File: src/sv/sorted_id_set_filter_defines.svh
// ----------------------------------------------------------------------------
// Sorted ID set filter assertion macros
// Shared concurrent assertion forms, clocked on clk and quiet during reset.
// ----------------------------------------------------------------------------
`ifndef SORTED_ID_SET_FILTER_DEFINES_SVH
`define SORTED_ID_SET_FILTER_DEFINES_SVH

// The consequent must hold in the same cycle as the antecedent.
`define SISF_ASSERT_SAME(lbl, ante, cons, msg) \
    lbl: assert property (@(posedge clk) disable iff (!rst_n) (ante) |-> (cons)) \
        else $error(msg);

// The consequent must hold in the cycle after the antecedent.
`define SISF_ASSERT_NEXT(lbl, ante, cons, msg) \
    lbl: assert property (@(posedge clk) disable iff (!rst_n) (ante) |=> (cons)) \
        else $error(msg);

`endif

File: src/sv/sisf_ram.sv
// ----------------------------------------------------------------------------
// Generic single-port-write, single-port-read RAM
// One write and one registered read per cycle.
// ----------------------------------------------------------------------------
module sisf_ram #(
    parameter int WIDTH = 16,
    parameter int DEPTH = 64
) (
    input  logic                                       clk,
    input  logic                                       we,
    input  logic [((DEPTH > 1) ? $clog2(DEPTH) : 1)-1:0] waddr,
    input  logic [WIDTH-1:0]                           wdata,
    input  logic [((DEPTH > 1) ? $clog2(DEPTH) : 1)-1:0] raddr,
    output logic [WIDTH-1:0]                           rdata
);

    logic [WIDTH-1:0] mem [DEPTH];

    always_ff @(posedge clk)
    begin
        if (we)
        begin
            mem[waddr] <= wdata;
        end
        rdata <= mem[raddr];
    end

endmodule

File: config.mk
export PLATFORM = sky130hd
export DESIGN_NAME = sisf_ram
export DESIGN_NICKNAME = d
export VERILOG_FILES = /design/src/sv/sorted_id_set_filter_defines.svh /design/src/sv/sisf_ram.sv
export SDC_FILE = /design/constraint.sdc
export NUM_CORES = 1
export LEC_CHECK = 0
export ABC_AREA = 1
export BUFFER_PORTS_ARGS = -buffer_cell sky130_fd_sc_hd__buf_2
export CAP_MARGIN = 30
export CORE_ASPECT_RATIO = 0.5
export CORE_MARGIN = 2
export CORE_UTILIZATION = 35
export DETAILED_ROUTE_END_ITERATION = 8
export GPL_TIMING_DRIVEN = 0
export PLACE_DENSITY_LB_ADDON = 0.05
export SLEW_MARGIN = 20
export SYNTH_ARGS = -nofsm -noshare
export SYNTH_HDL_FRONTEND = slang
export SYNTH_SLANG_ARGS = --single-unit
File: constraint.sdc
create_clock -name clk -period 3.9 [get_ports clk]
set_input_delay 0.78 -clock clk [delete_from_list [all_inputs] [get_ports clk]]
set_output_delay 0.78 -clock clk [all_outputs]
set_load 0.005 [all_outputs]
* Yosys cells after proc, flatten, opt, wreduce, memory -nomap -nowiden
Memories as Yosys holds them, arrays and structs flattened. A register that Yosys moved wholly into a read port is not among the register bits. Index checks and enable logic that the tools add are counted.
Operators by class: multiplexer cells 2
Operator list (number):
- 1-bit 2-to-1 mux | 2
Word-level totals: register bits after elaboration 0, memory bits (writable) 1024, input bits 30, logic and storage cells 3, memories 1
Memories:
- mem | depth 64, width 16, rd ports 1, clocked after Yosys merged registers in 1, write ports 1, line sisf_ram.sv:17 | logic [WIDTH-1:0] mem [DEPTH];

* Longest topological paths before layout
depth in word-level cells 2, gate-level depth with buffers 12, mapped depth without buffers 9

* Worst setup path after synthesis
No wires, ideal clock.
path type input port to flip-flop, start point input port we, end point memory mem[48][0], enable pin, library setup time 0.431 ns, data arrival time 2.904 ns, required time 3.469 ns, slack 0.566 ns, cell stages on the path 3, buffers on the path 1, cell sequence clkbuf_1 nand4_1 nor4_1
On the way: cells in the longest elaborated chain, start to end 2
Ends and longest elaborated chain:
- start, declared | line sisf_ram.sv:10 | input logic we,
- 1-bit 2-to-1 mux | line sisf_ram.sv:21 | if (we)
- 1-bit 2-to-1 mux (implied by the code) | line sisf_ram.sv:23 | mem[waddr] <= wdata;
- end, declared | line sisf_ram.sv:17
Every way passes these cells.

* Worst setup path in the final report
start point input port waddr[2] (netlist bit), end point memory mem[11][4], enable pin
RTL lines:
- start, declared | line sisf_ram.sv:11 | input logic [((DEPTH > 1) ? $clog2(DEPTH) : 1)-1:0] waddr,
No word-level cell before the write port.

==> impl_metrics.xml <==
<?xml version="1.0" encoding="UTF-8"?>
<metrics>
  <group name="clock_tree">
    <metric name="clk_pin_slew" unit="ns">0.06</metric>
    <metric name="cts.hold.buffers_added" unit="">0</metric>
    <metric name="insertion_delay" unit="ns">0.72</metric>
    <metric name="cts.sinks" unit="">1040</metric>
    <metric name="ctsResizeCount" unit="">0</metric>
    <metric name="cts_tree" unit="">built</metric>
    <metric name="cts.repair_timing.setup_buffer_count" unit="">0</metric>
    <metric name="htree_num_levels" unit="">3</metric>
    <metric name="root_buffer" unit="">clkbuf_16</metric>
    <metric name="cts_inserted_buffers" unit="">98</metric>
    <metric name="clockBufferDepth" unit="">3</metric>
  </group>
  <group name="timing">
    <metric name="totalNegativeSetupSlack" unit="ns">0</metric>
    <metric name="clock-skew-final" unit="ns">0.0249</metric>
    <metric name="timing.max_slew.rel_slack" unit="%">32.9</metric>
    <metric name="final_period_util" unit="%">70.9</metric>
    <metric name="timing.final.max_slew_violations" unit="">0</metric>
    <metric name="max_slew.worst_pin.slew" unit="ns">1.01</metric>
    <metric name="final_report_setup_violation_count" unit="">0</metric>
    <metric name="rsz0062_at_grt" unit="">false</metric>
    <metric name="period_minus_slack" unit="ns">2.76</metric>
    <metric name="fmaxAchievable" unit="GHz">0.362</metric>
    <metric name="finalHoldViolCount" unit="">0</metric>
  </group>
  <group name="finish">
    <metric name="post-route-cell-area" unit="mm²">0.0489</metric>
    <metric name="area_delta_synth_final" unit="%">16.2</metric>
    <metric name="nFillCells" unit="">11300</metric>
    <metric name="nets" unit="">3761</metric>
    <metric name="drive_above_1_share" unit="%">13.0</metric>
  </group>
  <group name="logic_synthesis">
    <metric name="syn_avg_cell_area" unit="µm²">12.0</metric>
    <metric name="leading_cell_types_by_total_area_after_synthesis" unit="">edfxtp_1 (73%), nand2_1 (12%), nand3_1 (10%), buf_2 (1.3%), buf_6 (1.3%)</metric>
    <metric name="yosys.cell_count.top_type" unit="">nand2_1</metric>
    <metric name="synthesis.yosys.warnings" unit="">0</metric>
    <metric name="post_synth_edffs" unit="">1024</metric>
    <metric name="synth_top_area_cell" unit="">edfxtp_1</metric>
    <metric name="synth_ff_type" unit="">edfxtp_1</metric>
    <metric name="post_synth_most_frequent_cells" unit="">nand2_1 (1296), edfxtp_1 (1024), nand3_1 (871), buf_2 (113), nor2_1 (56)</metric>
    <metric name="synth_fp_nets" unit="">3547</metric>
    <metric name="synth-seq-area-share" unit="%">73.8</metric>
    <metric name="synthArstFlopShare" unit="%">0</metric>
    <metric name="synthDominantCellAreaShare" unit="%">73.0</metric>
    <metric name="yosysUniqueCellTypes" unit="">16</metric>
    <metric name="synthesis.area" unit="mm²">0.0421</metric>
    <metric name="synth-seq-cells" unit="">1040</metric>
    <metric name="synthCells" unit="">3517</metric>
  </group>
  <group name="hold_path">
    <metric name="hold_class" unit="">input port to register</metric>
    <metric name="hold_start" unit="">wdata[10]</metric>
  </group>
  <group name="critical_path">
    <metric name="cp_data_arrival_time" unit="ns">3.17</metric>
    <metric name="launch_point_of_the_worst_reg_to_reg_path" unit="">mem[29][14]</metric>
    <metric name="reg_to_reg_slack_setup" unit="ns">2.20</metric>
    <metric name="worst-path-max-fanout" unit="">9</metric>
    <metric name="worst_setup_path_end_kind" unit="">register</metric>
    <metric name="critical_path.endpoint" unit="">mem[11][4]</metric>
    <metric name="reg2reg_to" unit="">rdata[14]</metric>
    <metric name="timing.critical_path.from_type" unit="">input port</metric>
    <metric name="timing.reg2reg.worst_path_depth" unit="">8</metric>
    <metric name="critPathRequiredTime" unit="ns">4.31</metric>
    <metric name="setup.worst_path.start" unit="">waddr[2]</metric>
    <metric name="critical_path_class" unit="">input port to register</metric>
  </group>
  <group name="routing">
    <metric name="ant_nets" unit="">0</metric>
    <metric name="wl_per_cell" unit="µm">28.4</metric>
    <metric name="routed_vias" unit="">28600</metric>
    <metric name="routed_wl" unit="µm">154000</metric>
    <metric name="drt-pass1-iter-count" unit="">6</metric>
    <metric name="first_iter_violations" unit="">3593</metric>
    <metric name="post-route-drc-count" unit="">0</metric>
    <metric name="avgViaCountPerCell" unit="">5.28</metric>
  </group>
  <group name="power_and_ir_drop">
    <metric name="switching_part_of_the_total_power" unit="%">24.0</metric>
    <metric name="power_frac_clock" unit="%">40.4</metric>
    <metric name="comb_power_share" unit="%">7.9</metric>
    <metric name="worst_ir_drop_vdd" unit="µV">362</metric>
    <metric name="pwr-share-seq" unit="%">51.8</metric>
    <metric name="power_per_cell_area" unit="mW/mm²">489</metric>
    <metric name="p_switching" unit="µW">5730</metric>
    <metric name="power.static_leakage" unit="µW">0.0175</metric>
    <metric name="p_int" unit="µW">18200</metric>
  </group>
  <group name="placed_design">
    <metric name="place_congestion" unit="">0.940</metric>
    <metric name="placement.io_buffers" unit="">37</metric>
    <metric name="dpl_cell_area" unit="mm²">0.0458</metric>
    <metric name="place_hpwl" unit="µm">107000</metric>
  </group>
  <group name="floorplan">
    <metric name="initial_utilization" unit="%">35.5</metric>
    <metric name="placement_rows" unit="">89</metric>
    <metric name="core_area" unit="mm²">0.119</metric>
    <metric name="chipHeight" unit="µm">249</metric>
    <metric name="floorplan_die_width" unit="µm">494</metric>
    <metric name="design.die.area" unit="mm²">0.123</metric>
    <metric name="num_io_pins" unit="">46</metric>
  </group>
  <group name="global_route">
    <metric name="aggregate_global_routing_overflow" unit="">0</metric>
    <metric name="grt_max_degree" unit="">49</metric>
    <metric name="grt_pass1_wl" unit="µm">213000</metric>
    <metric name="first_global_vias" unit="">26800</metric>
    <metric name="globalRouteTotalUtil" unit="%">24.9</metric>
    <metric name="antenna_found_initial" unit="">17</metric>
  </group>
  <group name="run_status">
    <metric name="status" unit="">complete, no violations</metric>
  </group>
  <group name="job">
    <metric name="max_cap_viol_count" unit="">0</metric>
  </group>
</metrics>
metal layers:
| metal | GRT usage, % | wire length [µm] | vias to the layer above |
|---|---|---|---|
| met3 | 4.77 | 11900 | 195 |
| met1 | 37.8 | 72300 | 14400 |
| met2 | 36.1 | 66000 | 1098 |
| met5 | 0 | 13 | - |
| li1 | - | - | 12900 |
| met4 | 6.38 | 3600 | 2 |
cell type report:
type                            instances  area [µm²]  share of cell area, %
Antenna cell                            8        20.0                 0.0409
Buffer                                225        1440                   2.94
Clock buffer                          136        2750                   5.63
Clock inverter                         43         370                  0.757
Inverter                               12        52.6                  0.107
Multi-Input combinational cell       2240        9920                   20.3
Sequential cell                      1040       31100                   63.5
Tap cell                             1592        1990                   4.07
Timing Repair Buffer                  114        1290                   2.64
flip-flops by register name, indices dropped and copies added (netlist names):
register  count
mem        1024
rdata        16
layout by cell type (no fill, tap or decap), types with 7 or more instances in the layout:
cell type	netlist	layout
nand2_1	1296	1296
edfxtp_1	1024	1024
nand3_1	871	871
buf_2	113	151
clkbuf_16	0	103
buf_6	49	68
clkbuf_1	26	54
buf_4	19	45
nor2_4	0	38
clkinv_1	0	19
nor2_2	0	18
buf_1	17	17
buf_16	0	17
clkinv_2	0	16
dfxtp_1	16	16
buf_8	1	12
inv_1	9	9
nand4_1	9	9
diode_2	0	8
nor4_2	0	8
bufinv_16	0	7
how the worst min path moves through the flow:
stage	to	slack, ns	cells past startpoint
final	mem[0][10]	0.50	1
after floorplan	rdata[0]	0.72	8
after CTS	mem[0][10]	0.45	1
after global routing	mem[0][10]	0.47	1
after detailed placement	rdata[8]	0.93	8
after global placement	rdata[8]	0.94	8
power groups by stage:
| stage | combinational (µW) | sequential (µW) | clock (µW) |
|---|---|---|---|
| floorplan | 828 | 12600 | 0 |
| finish | 1880 | 12400 | 9660 |
| global route | 2000 | 12400 | 10200 |
| detailed placement | 1860 | 12600 | 0 |
| CTS | 1870 | 12400 | 9810 |
| global placement | 1770 | 12600 | 0 |
worst max-delay path, stage by stage:
cell,delay (ns)
clkbuf_1,0.21
inv_1,0.30
nand4_1,0.77
nor2_2,0.86
buf_8,0.24
cell families after synthesis:
group	share of synthesized area, %
flops	73.8
buf+inv	3.54
simple gates	22.7
stage by stage:
stage	util, %	instances	total power [µW]	hold slack [ns]	worst slack [ns]
4_1_cts	41.2	5401	24100	0.452	1.24
3_5_place_dp	38.6	5222	14500	0.931	0.480
2_1_floorplan	-	3517	13500	0.722	0.566
5_1_grt	41.2	5405	24600	0.470	1.09
6_report	41.2	5410	23900	0.498	1.14
3_3_place_gp	37.3	5146	14400	0.941	-1.88
(Power assumes the default switching activity.)
